## config.mk

```make
export PLATFORM = sky130hd
export DESIGN_NAME = window_task_placement_cost_unit
export DESIGN_NICKNAME = d
export VERILOG_FILES = /design/src/sv/wtpc_pkg.sv /design/src/sv/window_task_placement_cost_unit.sv /design/src/sv/wtpc_datapath.sv /design/src/sv/wtpc_ctrl.sv
export SDC_FILE = /design/constraint.sdc
export NUM_CORES = 1
export LEC_CHECK = 0
export BUFFER_PORTS_ARGS = -buffer_cell sky130_fd_sc_hd__buf_2
export CAP_MARGIN = 20
export CORE_MARGIN = 2
export CORE_UTILIZATION = 40
export DETAILED_ROUTE_END_ITERATION = 7
export PLACE_DENSITY_LB_ADDON = 0.2
export SKIP_CTS_REPAIR_TIMING = 1
export SYNTH_ARGS = -nofsm -noshare
export SYNTH_HDL_FRONTEND = slang
export SYNTH_HIERARCHICAL = 1
export SYNTH_SLANG_ARGS = --single-unit
```

## constraint.sdc

```tcl
create_clock -name clock -period 6.7 [get_ports clock]
set_input_delay 1.675 -clock clock [delete_from_list [all_inputs] [get_ports clock]]
set_output_delay 1.675 -clock clock [all_outputs]
set_load 0.005 [all_outputs]
```

## src/sv/wtpc_pkg.sv

```systemverilog
`default_nettype none

package wtpc_pkg;

   // Fixed field widths of the request and response payloads.
   localparam int SLOT_W = 7;
   localparam int COST_W = 16;
   localparam int ACTION_W = 2;

   // Reset value of the slots-per-element register.
   localparam logic [SLOT_W-1:0] SLOTS_RESET = 7'd4;

   // Request action codes.
   typedef enum logic [ACTION_W-1:0] {
      ACT_START     = 2'd0,
      ACT_NEIGHBOR  = 2'd1,
      ACT_CANDIDATE = 2'd2,
      ACT_FINISH    = 2'd3
   } action_type;

   // Commands from the controller to the datapath.
   typedef struct packed {
      logic clear;
      logic nbr_wr;
      logic cap;
      logic rd_en;
      logic acc_en;
      logic decide;
      logic report;
   } cmd_type;

   // Status from the datapath to the controller.
   typedef struct packed {
      logic skip;
      logic nbr_empty;
      logic last_read;
   } status_type;

endpackage

`default_nettype wire

```

## src/sv/window_task_placement_cost_unit.sv

```systemverilog
// Task placement cost unit for a mesh of processing elements.
// Requests arrive on the req_ valid/ready channel: start clears the search,
// neighbor stores the position of a placed predecessor or successor,
// candidate scores one element, finish reports the selection. A finish
// yields one transfer on the rsp_ valid/ready channel; other actions yield none.
// slots_per_pe is written through csr_wr_en/csr_wr_data; write it only while
// the unit is idle: the block does not enforce this. The response of a finish
// is valid in the next cycle. A candidate that is full, or that arrives after a
// zero score, is skipped. Else it is scored in the sum, tail and decide states
// (decide alone without neighbors): the neighbor list sits in a memory with one
// registered read port, and the hop sum reads one neighbor per cycle. Reset
// clears the search state and sets slots_per_pe to 4. While a response is held
// and rsp_ready is low, req_ready stays low; the response waits in its output
// register until it is taken.
`default_nettype none

module window_task_placement_cost_unit #(
   parameter int MAX_NEIGHBORS = 16,
   parameter int COORD_BITS = 4
) (
   input  logic                              clock,
   input  logic                              reset,
   input  logic                              csr_wr_en,
   input  logic [wtpc_pkg::SLOT_W-1:0]       csr_wr_data,
   input  logic                              req_valid,
   output logic                              req_ready,
   input  logic [wtpc_pkg::ACTION_W-1:0]     req_action,
   input  logic [COORD_BITS-1:0]             req_pos_x,
   input  logic [COORD_BITS-1:0]             req_pos_y,
   input  logic [wtpc_pkg::SLOT_W-1:0]       req_free_slots,
   input  logic [wtpc_pkg::SLOT_W-1:0]       req_same_app_count,
   input  logic                              req_is_current_host,
   output logic                              rsp_valid,
   input  logic                              rsp_ready,
   output logic                              rsp_found,
   output logic [COORD_BITS-1:0]             rsp_sel_x,
   output logic [COORD_BITS-1:0]             rsp_sel_y,
   output logic [wtpc_pkg::COST_W-1:0]       rsp_sel_cost,
   output logic                              rsp_neighbor_overflow
);

   import wtpc_pkg::*;

   cmd_type    cmd;
   status_type status;

   // Sequencer for the request handshake and the hop sum.
   wtpc_ctrl u_ctrl (
      .clock     (clock),
      .reset     (reset),
      .req_valid (req_valid),
      .req_ready (req_ready),
      .req_action(req_action),
      .rsp_valid (rsp_valid),
      .rsp_ready (rsp_ready),
      .status    (status),
      .cmd       (cmd)
   );

   // Neighbor memory, scoring arithmetic and selection registers.
   wtpc_datapath #(
      .MAX_NEIGHBORS(MAX_NEIGHBORS),
      .COORD_BITS   (COORD_BITS)
   ) u_datapath (
      .clock                (clock),
      .reset                (reset),
      .csr_wr_en            (csr_wr_en),
      .csr_wr_data          (csr_wr_data),
      .req_pos_x            (req_pos_x),
      .req_pos_y            (req_pos_y),
      .req_free_slots       (req_free_slots),
      .req_same_app_count   (req_same_app_count),
      .req_is_current_host  (req_is_current_host),
      .cmd                  (cmd),
      .status               (status),
      .rsp_found            (rsp_found),
      .rsp_sel_x            (rsp_sel_x),
      .rsp_sel_y            (rsp_sel_y),
      .rsp_sel_cost         (rsp_sel_cost),
      .rsp_neighbor_overflow(rsp_neighbor_overflow)
   );

endmodule

`default_nettype wire

```

## src/sv/wtpc_datapath.sv

```systemverilog
`default_nettype none

module wtpc_datapath #(
   parameter int MAX_NEIGHBORS = 16,
   parameter int COORD_BITS = 4
) (
   input  logic                          clock,
   input  logic                          reset,
   input  logic                          csr_wr_en,
   input  logic [wtpc_pkg::SLOT_W-1:0]   csr_wr_data,
   input  logic [COORD_BITS-1:0]         req_pos_x,
   input  logic [COORD_BITS-1:0]         req_pos_y,
   input  logic [wtpc_pkg::SLOT_W-1:0]   req_free_slots,
   input  logic [wtpc_pkg::SLOT_W-1:0]   req_same_app_count,
   input  logic                          req_is_current_host,
   input  wtpc_pkg::cmd_type             cmd,
   output wtpc_pkg::status_type          status,
   output logic                          rsp_found,
   output logic [COORD_BITS-1:0]         rsp_sel_x,
   output logic [COORD_BITS-1:0]         rsp_sel_y,
   output logic [wtpc_pkg::COST_W-1:0]   rsp_sel_cost,
   output logic                          rsp_neighbor_overflow
);

   import wtpc_pkg::*;

   localparam int CNT_W = $clog2(MAX_NEIGHBORS + 1);
   localparam int IDX_W = (MAX_NEIGHBORS > 1) ? $clog2(MAX_NEIGHBORS) : 1;
   localparam int HOP_W = COORD_BITS + 1;
   localparam int BASE_W = SLOT_W + 5;

   logic [SLOT_W-1:0]       slots_ff;
   logic [CNT_W-1:0]        nbr_count_ff;
   logic [IDX_W-1:0]        rd_idx_ff;
   logic [2*COORD_BITS-1:0] nbr_mem [MAX_NEIGHBORS];
   logic [2*COORD_BITS-1:0] rd_data_ff;
   logic [COORD_BITS-1:0]   cand_x_ff;
   logic [COORD_BITS-1:0]   cand_y_ff;
   logic [COST_W-1:0]       acc_ff;
   logic [COST_W-1:0]       acc_in;
   logic [COST_W-1:0]       best_cost_ff;
   logic [COORD_BITS-1:0]   best_x_ff;
   logic [COORD_BITS-1:0]   best_y_ff;
   logic                    have_best_ff;
   logic                    zero_hit_ff;
   logic                    overflowed_ff;

   logic                    nbr_full;
   logic [SLOT_W:0]         eff_free;
   logic [SLOT_W-1:0]       eff_same;
   logic [SLOT_W+1:0]       used;
   logic [SLOT_W+1:0]       spare;
   logic [BASE_W-1:0]       base_cost;
   logic [COORD_BITS-1:0]   nbr_x;
   logic [COORD_BITS-1:0]   nbr_y;
   logic [COORD_BITS-1:0]   dx;
   logic [COORD_BITS-1:0]   dy;
   logic [HOP_W-1:0]        hop;
   logic [COST_W:0]         acc_sum;
   logic                    better;

   // Slot terms of the score, from the request payload and the slots register.
   // The current host returns the slot its task holds.
   always_comb begin
      eff_free = {1'b0, req_free_slots} + (SLOT_W + 1)'(req_is_current_host);
      eff_same = (req_is_current_host && (req_same_app_count != '0)) ?
                 req_same_app_count - SLOT_W'(1) : req_same_app_count;
      used  = {1'b0, eff_free} + {2'b00, eff_same};
      spare = ({2'b00, slots_ff} > used) ? ({2'b00, slots_ff} - used) : '0;
      base_cost = {{(BASE_W - SLOT_W - 4){1'b0}}, spare, 2'b00} +
                  {{(BASE_W - SLOT_W - 1){1'b0}}, eff_same, 1'b0};
   end

   // Hop distance from the candidate to the neighbor just read.
   always_comb begin
      nbr_x = rd_data_ff[2*COORD_BITS-1:COORD_BITS];
      nbr_y = rd_data_ff[COORD_BITS-1:0];
      dx = (cand_x_ff > nbr_x) ? cand_x_ff - nbr_x : nbr_x - cand_x_ff;
      dy = (cand_y_ff > nbr_y) ? cand_y_ff - nbr_y : nbr_y - cand_y_ff;
      hop = {1'b0, dx} + {1'b0, dy};
      acc_sum = {1'b0, acc_ff} + (COST_W + 1)'(hop);
      acc_in = acc_sum[COST_W] ? '1 : acc_sum[COST_W-1:0];
   end

   assign nbr_full = (nbr_count_ff == CNT_W'(MAX_NEIGHBORS));
   assign better = !have_best_ff || (acc_ff < best_cost_ff);

   // Status back to the controller.
   assign status.skip      = zero_hit_ff || (eff_free == '0);
   assign status.nbr_empty = (nbr_count_ff == '0);
   assign status.last_read = ((CNT_W'(rd_idx_ff) + CNT_W'(1)) == nbr_count_ff);

   // Configuration register.
   always_ff @(posedge clock) begin
      if (reset) begin
         slots_ff <= SLOTS_RESET;
      end else if (csr_wr_en) begin
         slots_ff <= csr_wr_data;
      end
   end

   // Neighbor list storage with a registered read port.
   always_ff @(posedge clock) begin
      if (cmd.nbr_wr && !nbr_full) begin
         nbr_mem[nbr_count_ff[IDX_W-1:0]] <= {req_pos_x, req_pos_y};
      end
      if (cmd.rd_en) begin
         rd_data_ff <= nbr_mem[rd_idx_ff];
      end
   end

   // Neighbor fill count and overflow flag.
   always_ff @(posedge clock) begin
      if (reset || cmd.clear) begin
         nbr_count_ff  <= '0;
         overflowed_ff <= 1'b0;
      end else if (cmd.nbr_wr) begin
         if (nbr_full) begin
            overflowed_ff <= 1'b1;
         end else begin
            nbr_count_ff <= nbr_count_ff + CNT_W'(1);
         end
      end
   end

   // Candidate capture, read index and cost accumulator.
   always_ff @(posedge clock) begin
      if (cmd.cap) begin
         cand_x_ff <= req_pos_x;
         cand_y_ff <= req_pos_y;
         acc_ff    <= COST_W'(base_cost);
         rd_idx_ff <= '0;
      end else begin
         if (cmd.acc_en) begin
            acc_ff <= acc_in;
         end
         if (cmd.rd_en) begin
            rd_idx_ff <= rd_idx_ff + IDX_W'(1);
         end
      end
   end

   // Best candidate so far; the first minimum wins and a zero score freezes it.
   always_ff @(posedge clock) begin
      if (reset || cmd.clear) begin
         best_cost_ff <= '1;
         best_x_ff    <= '0;
         best_y_ff    <= '0;
         have_best_ff <= 1'b0;
         zero_hit_ff  <= 1'b0;
      end else if (cmd.decide) begin
         if (better) begin
            best_cost_ff <= acc_ff;
            best_x_ff    <= cand_x_ff;
            best_y_ff    <= cand_y_ff;
            have_best_ff <= 1'b1;
         end
         if (acc_ff == '0) begin
            zero_hit_ff <= 1'b1;
         end
      end
   end

   // Response payload register, loaded on a finish transfer.
   always_ff @(posedge clock) begin
      if (cmd.report) begin
         rsp_found             <= have_best_ff;
         rsp_sel_x             <= best_x_ff;
         rsp_sel_y             <= best_y_ff;
         rsp_sel_cost          <= best_cost_ff;
         rsp_neighbor_overflow <= overflowed_ff;
      end
   end

endmodule

`default_nettype wire

```

## src/sv/wtpc_ctrl.sv

```systemverilog
`default_nettype none

module wtpc_ctrl (
   input  logic                              clock,
   input  logic                              reset,
   input  logic                              req_valid,
   output logic                              req_ready,
   input  logic [wtpc_pkg::ACTION_W-1:0]     req_action,
   output logic                              rsp_valid,
   input  logic                              rsp_ready,
   input  wtpc_pkg::status_type              status,
   output wtpc_pkg::cmd_type                 cmd
);

   import wtpc_pkg::*;

   typedef enum logic [3:0] {
      ST_IDLE   = 4'b0001,
      ST_SUM    = 4'b0010,
      ST_TAIL   = 4'b0100,
      ST_DECIDE = 4'b1000
   } state_type;

   state_type  state_ff;
   state_type  state_in;
   logic       rd_pend_ff;
   logic       rd_pend_in;
   logic       rsp_valid_ff;
   logic       rsp_valid_in;
   logic       req_xfer;
   action_type action;

   assign action    = action_type'(req_action);
   assign req_ready = (state_ff == ST_IDLE) && (!rsp_valid_ff || rsp_ready);
   assign req_xfer  = req_valid && req_ready;
   assign rsp_valid = rsp_valid_ff;

   // Next state and datapath commands.
   always_comb begin
      state_in   = state_ff;
      rd_pend_in = rd_pend_ff;
      cmd        = '0;
      unique case (state_ff)
         ST_IDLE: begin
            rd_pend_in = 1'b0;
            if (req_xfer) begin
               unique case (action)
                  ACT_START:    cmd.clear  = 1'b1;
                  ACT_NEIGHBOR: cmd.nbr_wr = 1'b1;
                  ACT_CANDIDATE: begin
                     cmd.cap = 1'b1;
                     if (!status.skip) begin
                        state_in = status.nbr_empty ? ST_DECIDE : ST_SUM;
                     end
                  end
                  ACT_FINISH:   cmd.report = 1'b1;
               endcase
            end
         end
         ST_SUM: begin
            // One neighbor read per cycle; each add uses the registered data of the read before it.
            cmd.rd_en  = 1'b1;
            cmd.acc_en = rd_pend_ff;
            rd_pend_in = 1'b1;
            if (status.last_read) begin
               state_in = ST_TAIL;
            end
         end
         ST_TAIL: begin
            cmd.acc_en = 1'b1;
            rd_pend_in = 1'b0;
            state_in   = ST_DECIDE;
         end
         ST_DECIDE: begin
            cmd.decide = 1'b1;
            state_in   = ST_IDLE;
         end
         default: begin
            state_in = ST_IDLE;
         end
      endcase
   end

   // Response valid: set by a finish transfer, cleared when taken.
   always_comb begin
      rsp_valid_in = rsp_valid_ff;
      priority if (cmd.report) begin
         rsp_valid_in = 1'b1;
      end else if (rsp_ready) begin
         rsp_valid_in = 1'b0;
      end
   end

   always_ff @(posedge clock) begin
      if (reset) begin
         state_ff     <= ST_IDLE;
         rd_pend_ff   <= 1'b0;
         rsp_valid_ff <= 1'b0;
      end else begin
         state_ff     <= state_in;
         rd_pend_ff   <= rd_pend_in;
         rsp_valid_ff <= rsp_valid_in;
      end
   end

`ifndef SYNTH
   a_cand_to_sum: assert property (@(posedge clock) disable iff (reset)
      (req_xfer && (req_action == ACT_CANDIDATE) && !status.skip && !status.nbr_empty)
      |=> (state_ff == ST_SUM))
      else $error("candidate with neighbors did not start the hop sum");

   a_last_to_tail: assert property (@(posedge clock) disable iff (reset)
      ((state_ff == ST_SUM) && status.last_read) |=> (state_ff == ST_TAIL))
      else $error("hop sum did not end after the last neighbor");

   a_tail_to_decide: assert property (@(posedge clock) disable iff (reset)
      (state_ff == ST_TAIL) |=> (state_ff == ST_DECIDE && !rd_pend_ff))
      else $error("compare step did not follow the last add");

   a_finish_resp: assert property (@(posedge clock) disable iff (reset)
      (req_xfer && (req_action == ACT_FINISH)) |=> rsp_valid_ff)
      else $error("finish transfer produced no response");
`endif

endmodule

`default_nettype wire

```

# Word level (Yosys, flattened, before mapping)
# Memory sizes are Yosys's and may differ from the RTL's. A register that Yosys moved wholly into a read port is not among the register bits.
# Cells that the tools add are included.
dict set report totals {
  ff_bits 99
  ramBits 128
  input_bits 37
  n_memories 1
}
dict set report op_classes {
  n_addsub 14
  order_cmp 4
  n_eq_ne 13
  muxes 29
  bitwise_logic 1
  n_reduce_logical 25
}
# memory depth word_bits read_ports rd_ports_with_merged_regs wr line_no
set mem_list {}
lappend mem_list {u_datapath.nbr_mem 16 8 1 1 1 wtpc_datapath.sv:35} ;# logic [2*COORD_BITS-1:0] nbr_mem [MAX_NEIGHBORS];
# operator count
set op_table {}
lappend op_table {{4-bit two-way mux} 7}
lappend op_table {{12-bit two-way mux} 2}
lappend op_table {{16-bit by 5-bit adder with 17-bit output} 1}
lappend op_table {{16-bit zero test} 1}
lappend op_table {{16-bit < comparator} 1}
lappend op_table {{16-bit two-way mux} 1}
lappend op_table {{4-bit subtractor} 4}
lappend op_table {{11-bit by 8-bit adder with 12-bit output} 1}
lappend op_table {{1-bit two-way mux} 12}
lappend op_table {{4-bit case mux with 3 select lines} 1}
lappend op_table {{8-bit by 7-bit adder with 9-bit output} 1}
lappend op_table {{7-bit by 9-bit greater-than comparator with 1-bit output} 1}
lappend op_table {{9-bit two-way mux} 1}
lappend op_table {{7-bit by 9-bit subtractor with 9-bit output} 1}
lappend op_table {{7-bit by 1-bit adder with 8-bit output} 1}
lappend op_table {{4-bit greater-than comparator} 2}
lappend op_table {{8-bit zero test} 1}
lappend op_table {{2-bit AND reduction} 4}
lappend op_table {{7-bit two-way mux} 1}
lappend op_table {{7-bit nonzero test} 1}
lappend op_table {{7-bit by 1-bit subtractor with 7-bit output, second input constant} 1}
lappend op_table {{3-bit two-way mux} 2}
lappend op_table {{2-bit inequality test, second input constant} 3}
lappend op_table {{2-bit nonzero test} 3}
lappend op_table {{22 further kinds} 32}

# Logic depth before layout (Yosys ltp)
# Gate-level depths: netlist of the first run.
dict set report logic_depth {
  ltp_word 9
  ltp_mapped 27
  depth_no_buf 27
}

# By module
# Netlist of the first run, hierarchy kept.
# module n_inst cells_each area_each_um2 seq_area_each_um2
set by_module_without_submodules {}
lappend by_module_without_submodules {wtpc_datapath 1 847 11287.1 6406.1}
lappend by_module_without_submodules {wtpc_ctrl 1 51 464.2 120.1}

# Worst setup path before layout of the first run
# OpenSTA, ideal clock, no wires.
dict set report synth_timing {
  path_kind {input -> register}
  start {input port req_same_app_count[2] (netlist bit)}
  end {register u_datapath.acc_ff[9], data pin}
  setup_time_ns 0.278
  arrival_time_ns 6.339
  required_ns 6.422
  path_slack_ns 0.083
  cell_stages 22
  path_buffers 0
  path_cell_list {or4_1 -> o21ai_1 -> xnor2_1 -> ha_1 -> fa_1 -> a211o_1 -> a21o_1 -> a21oi_1 -> xor2_1 -> ha_1 -> o21ai_0 -> a21oi_1 -> o21ai_0 -> a211oi_4 -> and2_1 -> ha_1 -> a21o_1 -> a21oi_1 -> o21bai_1 -> a21o_1 -> a211oi_1 -> a221oi_2}
}
dict set report synth_via {
  elab_chain_len 8
}
# element line_no
set synth_rtl {}
lappend synth_rtl {{from (decl)} window_task_placement_cost_unit.sv:31} ;# input logic [wtpc_pkg::SLOT_W-1:0] req_same_app_count,
lappend synth_rtl {{branches (longest 2 deep; another with 7-bit by 1-bit subtractor with 7-bit output)} --}
lappend synth_rtl {{7-bit two-way mux (*)} wtpc_datapath.sv:66} ;# eff_same = (req_is_current_host && (req_same_app_count != '0)) ?
lappend synth_rtl {{8-bit by 7-bit adder with 9-bit output} wtpc_datapath.sv:68} ;# used = {1'b0, eff_free} + {2'b00, eff_same};
lappend synth_rtl {{7-bit by 9-bit subtractor with 9-bit output / 7-bit by 9-bit greater-than comparator with 1-bit output (equally long branches)} wtpc_datapath.sv:69} ;# spare = ({2'b00, slots_ff} > used) ? ({2'b00, slots_ff} - used) : '0;
lappend synth_rtl {{9-bit two-way mux} wtpc_datapath.sv:69}
lappend synth_rtl {{11-bit by 8-bit adder with 12-bit output (*)} wtpc_datapath.sv:70} ;# base_cost = {{(BASE_W - SLOT_W - 4){1'b0}}, spare, 2'b00} +
lappend synth_rtl {{12-bit two-way mux (*)} wtpc_datapath.sv:128} ;# if (cmd.cap) begin
lappend synth_rtl {{to (signal assigned)} wtpc_datapath.sv:131} ;# acc_ff <= COST_W'(base_cost);
lappend synth_rtl {{to (signal assigned)} wtpc_datapath.sv:135} ;# acc_ff <= acc_in;
lappend synth_rtl {{to (decl)} wtpc_datapath.sv:39} ;# logic [COST_W-1:0] acc_ff;
# Every way passes the cells marked *.
# A chain may end at the register's enable or synchronous reset.

# Final worst setup path of the first run
# Same ends and word-level chain as after synthesis.

==> results.yml, run 1 <==
yosys:
  ys_seq_area_share_pct: 55.5
  synth_top_flop_cell: "edfxtp_1"
  ys_warn_count: 6
  synthesis.nets: 1009
  synthCells: 898
  synth_edf_count: 182
  syn-cell-area_sq_mm: 0.0118
  yosys-top-cells-area: "edfxtp_1, dfxtp_1, mux4_2"
  async_flop_share_pct: 0
  syn_avg_cell_area_sq_um: 13.1
  synth_commonest_cells: "edfxtp_1, nor2_1, inv_1"
  post_synth_num_cell_types: 67
  synth_top_area_cell: "edfxtp_1"
  synth.most_common_cell: "edfxtp_1"
  synth_top_area_share_pct: 46.5
  ys_seq_elements: 235
floorplanning:
  fp.dieArea_sq_mm: 0.0308
  num_rows: 62
  die_y_um: 175
  core-area_sq_mm: 0.0288
  die_w_um: 175
  start_util_pct: 40.8
  pin_count: 65
worst_setup_path:
  cp_cell_sequence: "buf_2 > or4_1 > o21ai_1 > xnor2_1 > ha_1 > fa_1 > a211o_1 > a21o_1 > a21oi_1 > xor2_1 > ha_1 > o21ai_0 > a21oi_1 > o21ai_0 > a211oi_4 > and2_1 > ha_1 > a21o_1 > a21oi_1 > o21bai_1 > a21o_1 > a211oi_1 > a221oi_2"
  cp_top_family: "compound AO/OA/AOI/OAI gates"
  max_stage_delay_ns: 0.53
  crit_path_start_kind: "input port"
  critPathKind: "input port to register"
  required_ns: 6.95
  crit_slowest_cell: "or4_1"
  end_kind: "register"
  crit_path_max_fanout: 4
  path_buf_inv: 1
  arrival_ns: 6.50
clock_tree:
  clockRootBuffer: "clkbuf_16"
  cts_tree: "built"
  cts_made_buffers: 26
  clk_pin_slew_ns: 0.06
  h-tree-depth: 1
  clock_latency_ns: 0.53
  cts.path.max_buffers: 3
  cts_sinks: 235
finish:
  antenna_cells: 0
  final_util_pct: 46.8
  finalNetCount: 1098
  drive_gt1_share_pct: 19.9
  area.growth.synth_to_final_pct: 14.6
  fillers: 2598
place:
  dp_slack_ns: -0.0664
  gp_congestion: 0.836
  hpwl_um: 17100
  port_buffers: 64
sta:
  rsz0062_at_grt: "false"
  whs_ns: 0.427
  worst_slack_ns: 0.453
  setup_viol: 0
  worstMarginPinSlew_ns: 0.944
  slew_violations: 0
  slew_headroom_pct: 36.8
  period_share_pct: 93.2
  skew_ns: 0.0174
  fmax_mhz: 160
  hold_viol_final: 0
  period_needed_ns: 6.25
power:
  power_density_mw_per_mm2: 251
  vdd_ir_drop_max_uv: 208
  p_total_mw: 3.38
  p_leak_nw: 5.05
global_routing:
  grt_max_degree: 41
  antenna_found_initial: 0
  grt_overflow: 0
  grt_pass1_wl_um: 39500
  first_global_vias: 7262
  grtUsageTotal_pct: 16.0
routing:
  vias: 7277
  drc_errors: 0
  routedWlPerCell_um: 17.2
  wl_um: 23900
  via_per_inst: 5.24
  detail-route-antenna-nets: 0
  drtPass1Iterations: 4
  drtIter0Drc: 517
run:
  cap_violations: 0
hold_path:
  holdCritPathClass: "register to register"
run_status:
  status: "completed"
-- power breakdown --
group          internal, mW  total, mW  switching [mW]  leakage (nW)
Combinational         0.176      0.394           0.218          2.61
Clock                 0.819       1.38           0.558         0.407
Sequential             1.59       1.61          0.0167          2.04
-- kinds of logic (layout without fill, tap and decap cells) --
group	after synthesis	in the layout	synth area share [%]
buffers and inverters	101	209	3.63
AND/OR/NAND/NOR	232	232	10.4
multiplexers	54	54	8.86
adder cells (fa/ha/maj)	74	74	8.65
AO/OA/AOI/OAI	155	155	9.44
XOR/XNOR	47	47	3.50
flip-flops	235	235	55.5
-- registers in the layout, summed over array words and instances, names as in the netlist, 4 cells and up --
| register | count |
|---|---|
| u_datapath/nbr_count_ff | 5 |
| u_datapath/acc_ff | 16 |
| u_datapath/rd_idx_ff | 4 |
| u_ctrl/state_ff | 4 |
| u_datapath/rsp_sel_y | 4 |
| u_datapath/best_cost_ff | 16 |
| u_datapath/cand_y_ff | 4 |
| u_datapath/best_x_ff | 4 |
| u_datapath/rsp_sel_x | 4 |
| u_datapath/rd_data_ff | 8 |
| u_datapath/best_y_ff | 4 |
| u_datapath/slots_ff | 7 |
| u_datapath/rsp_sel_cost | 16 |
| u_datapath/nbr_mem | 128 |
| u_datapath/cand_x_ff | 4 |
-- metrics by stage --
| stage | setup TNS [ns] | std cells | area (sq um) |
|---|---|---|---|
| 2_1_floorplan | 0 | 898 | 11800 |
| 3_3_place_gp | 0 | 1343 | 12600 |
| 3_5_place_dp | -0.149 | 1343 | 12600 |
| 4_1_cts | 0 | 1390 | 13500 |
| 5_1_grt | 0 | 1390 | 13500 |
| 6_report | 0 | 1390 | 13500 |
-- cell usage in the layout (no fill, tap or decap), drive strengths merged, types with 6 or more instances in the layout --
master | Yosys | final
o211ai | 34 | 34
o21ai | 17 | 17
or3 | 10 | 10
a21oi | 32 | 32
clkbuf | 21 | 35
nand2 | 37 | 37
edfxtp | 182 | 182
nor3 | 12 | 12
buf | 16 | 98
inv | 64 | 66
a21o | 19 | 19
mux2i | 14 | 14
a31oi | 11 | 11
nor2 | 71 | 71
fa | 12 | 12
nand2b | 13 | 13
and2 | 7 | 7
xor2 | 24 | 24
ha | 62 | 62
clkinv | 0 | 7
dfxtp | 53 | 53
mux4 | 40 | 40
xnor2 | 23 | 23
and3 | 6 | 6
nand3 | 23 | 23
nand4 | 17 | 17
a211oi | 9 | 9
-- final timing paths --
path | start | end | slack [ns] | cells after the start
worst max register to register | u_datapath/cand_x_ff[0] | u_datapath/acc_ff[4] | 2.06 | 18
worst max-delay path | req_same_app_count[2] | u_datapath/acc_ff[9] | 0.45 | 23
worst min register to register | u_datapath/best_cost_ff[13] | u_datapath/rsp_sel_cost[13] | 0.43 | 0
worst min-delay path | u_datapath/best_cost_ff[13] | u_datapath/rsp_sel_cost[13] | 0.43 | 0
-- per-layer routing --
layer	up-vias	global-route usage [%]	share of wire, %
met2	144	25.0	45
met3	34	2.32	3.8
met4	0	3.85	1.8
li1	3569	-	-
met1	3530	23.6	49
met5	-	0	0
-- area by class of cell --
cell class	instances	area, sq um	share of cell area (%)
repair buffers	98	576	4.27
well taps	384	480	3.57
clock buffers	35	747	5.55
flip-flops and latches	235	6530	48.5
multi-input cells	562	4810	35.7
clock inverters	12	90.1	0.669
inverters	64	240	1.78
(Power assumes the default switching activity.)
==> run 2, diff against run 1 <==
--- a/config.mk
+++ b/config.mk
@@ -7,6 +7,8 @@
 export LEC_CHECK = 0
 export BUFFER_PORTS_ARGS = -buffer_cell sky130_fd_sc_hd__buf_2
 export CAP_MARGIN = 20
+export CELL_PAD_IN_SITES_DETAIL_PLACEMENT = 0
+export CELL_PAD_IN_SITES_GLOBAL_PLACEMENT = 1
 export CORE_MARGIN = 2
 export CORE_UTILIZATION = 40
 export DETAILED_ROUTE_END_ITERATION = 7
==> results.yml, run 2 (same netlist as run 1, synthesis figures left out) <==
power:
  power.switching_uw: 826
  pwr-share-seq_pct: 47.0
  power_density_mw_per_mm2: 253
  pwr-share-comb_pct: 11.4
  sw_frac_of_total_pct: 24.2
  p_leak_nw: 5.05
  pwr-share-clk_pct: 41.7
  vdd_ir_drop_max_uv: 175
  power.internal_mw: 2.59
global_routing:
  antenna_found_initial: 0
  grtUsageTotal_pct: 16.7
  grt_overflow: 0
  grt_pass1_wl_um: 40300
  first_global_vias: 7130
  grt_max_degree: 41
place:
  placed_area_sq_mm: 0.0126
  port_buffers: 64
  dp_cells: 1339
  hpwl_um: 17400
  gp_congestion: 0.815
  dp_slack_ns: -0.137
floorplanning:
  pin_count: 65
  die_y_um: 175
  die_w_um: 175
  start_util_pct: 40.8
  fp.dieArea_sq_mm: 0.0308
  core-area_sq_mm: 0.0288
  num_rows: 62
routing:
  drtIter0Drc: 554
  drc_errors: 0
  vias: 7289
  routedWlPerCell_um: 18.0
  drtPass1Iterations: 5
  detail-route-antenna-nets: 0
  via_per_inst: 5.25
  wl_um: 25000
sta:
  rsz0062_at_grt: "false"
  period_share_pct: 94.1
  slew_violations: 0
  worstMarginPinSlew_ns: 0.980
  setup_viol: 0
  fmax_mhz: 159
  period_needed_ns: 6.31
  slew_headroom_pct: 34.4
  hold_viol_final: 0
  worst_slack_ns: 0.392
  skew_ns: 0.0229
worst_setup_path:
  worstRegToRegCells: 18
  cp-endpoint: "u_datapath/acc_ff[8]"
  rrSetupSlack_ns: 1.99
  reg2reg_to: "u_datapath/acc_ff[6]"
  critPathKind: "input port to register"
  crit_path_max_fanout: 5
  end_kind: "register"
  required_ns: 7.06
  rr_startpoint: "u_datapath/cand_x_ff[0]"
  critPathLaunch: "req_same_app_count[2]"
  crit_path_start_kind: "input port"
  arrival_ns: 6.67
run:
  cap_violations: 0
finish:
  final_common_cell: "edfxtp_1"
  finalNetCount: 1094
  drive_gt1_share_pct: 20.2
  finalNonFillerCells: 1388
  fillers: 2567
  final_util_pct: 46.9
  final_cell_mix: "edfxtp_1, nor2_1, buf_2, inv_1, ha_1"
  area.growth.synth_to_final_pct: 14.8
  post-route-cell-area_sq_mm: 0.0135
  largest_reg_flops: 128
run_status:
  status: "completed"
clock_tree:
  cts_made_buffers: 26
  clock_latency_ns: 0.55
  cts_tree: "built"
  h-tree-depth: 1
  cts.path.max_buffers: 3
  clockRootBuffer: "clkbuf_16"
  clk_pin_slew_ns: 0.06
  cts_sinks: 235
hold_path:
  holdCritPathClass: "register to register"
[run 2: cell types whose count changed in the layout (fill, tap and decap cells not counted), sizes merged]
cell      before  now
clkinvlp       2    4
diode          0    1
clkbuf        35   30
bufinv         1    2
buf           98   94
clkinv         7   10
[run 2: power groups by stage]
stage          clock, mW  sequential [mW]  combinational (mW)
4_1_cts             1.46             1.61               0.392
5_1_grt             1.52             1.61               0.438
6_report            1.42             1.61               0.389
3_3_place_gp           0             1.64               0.392
2_1_floorplan          0             1.63               0.270
3_5_place_dp           0             1.64               0.389
[run 2: worst min path at each step]
stage | start | end | cells past startpoint
after floorplan | u_datapath/best_x_ff[0] | u_datapath/rsp_sel_x[0] | 0
after global placement | u_datapath/best_cost_ff[2] | u_datapath/rsp_sel_cost[2] | 0
after detailed placement | u_datapath/best_cost_ff[3] | u_datapath/rsp_sel_cost[3] | 0
after CTS | u_datapath/best_cost_ff[3] | u_datapath/rsp_sel_cost[3] | 0
after global routing | u_datapath/best_cost_ff[14] | u_datapath/rsp_sel_cost[14] | 0
final | u_datapath/best_cost_ff[3] | u_datapath/rsp_sel_cost[3] | 0
[run 2: per-layer routing]
metal	track usage (%)	share of wire (%)	vias to the layer above
met5	0	0	-
met4	3.26	1.5	0
met3	2.47	4.5	31
met2	26.0	45	149
met1	25.0	49	3545
li1	-	-	3564
[run 2: layout make-up]
cell class	count	area [sq um]	area share [%]
multi-input combinational	562	4810	35.7
clock inverter	18	185	1.37
antenna	1	2.50	0.0186
sequential	235	6530	48.4
clock buffer	30	697	5.17
inverter	64	240	1.78
tap	384	480	3.56
timing repair buffer	94	546	4.04
[run 2: through the flow]
stage | total power [mW] | TNS (ns) | hold slack [ns]
2_1_floorplan | 1.90 | 0 | 0.408
3_3_place_gp | 2.03 | -0.0544 | 0.412
3_5_place_dp | 2.03 | -0.305 | 0.415
4_1_cts | 3.46 | 0 | 0.430
5_1_grt | 3.57 | 0 | 0.438
6_report | 3.42 | 0 | 0.428
[run 2: worst max-delay path, cell delays in order]
cell and delay, ns:
buf_2 0.10, or4_1 0.53, o21ai_1 0.15, buf_4 0.15, xnor2_1 0.08, ha_1 0.23, fa_1 0.40, a211o_1 0.29
a21o_1 0.17, a21oi_1 0.16, xor2_1 0.09, ha_1 0.19, or3_1 0.35, nor3_1 0.35, a211oi_4 0.09, nor2b_1 0.16
ha_1 0.21, fa_1 0.39, a21oi_1 0.17, nor2_1 0.05, nor2_1 0.13, o21ai_0 0.14, and4_1 0.23, a221oi_2 0.16
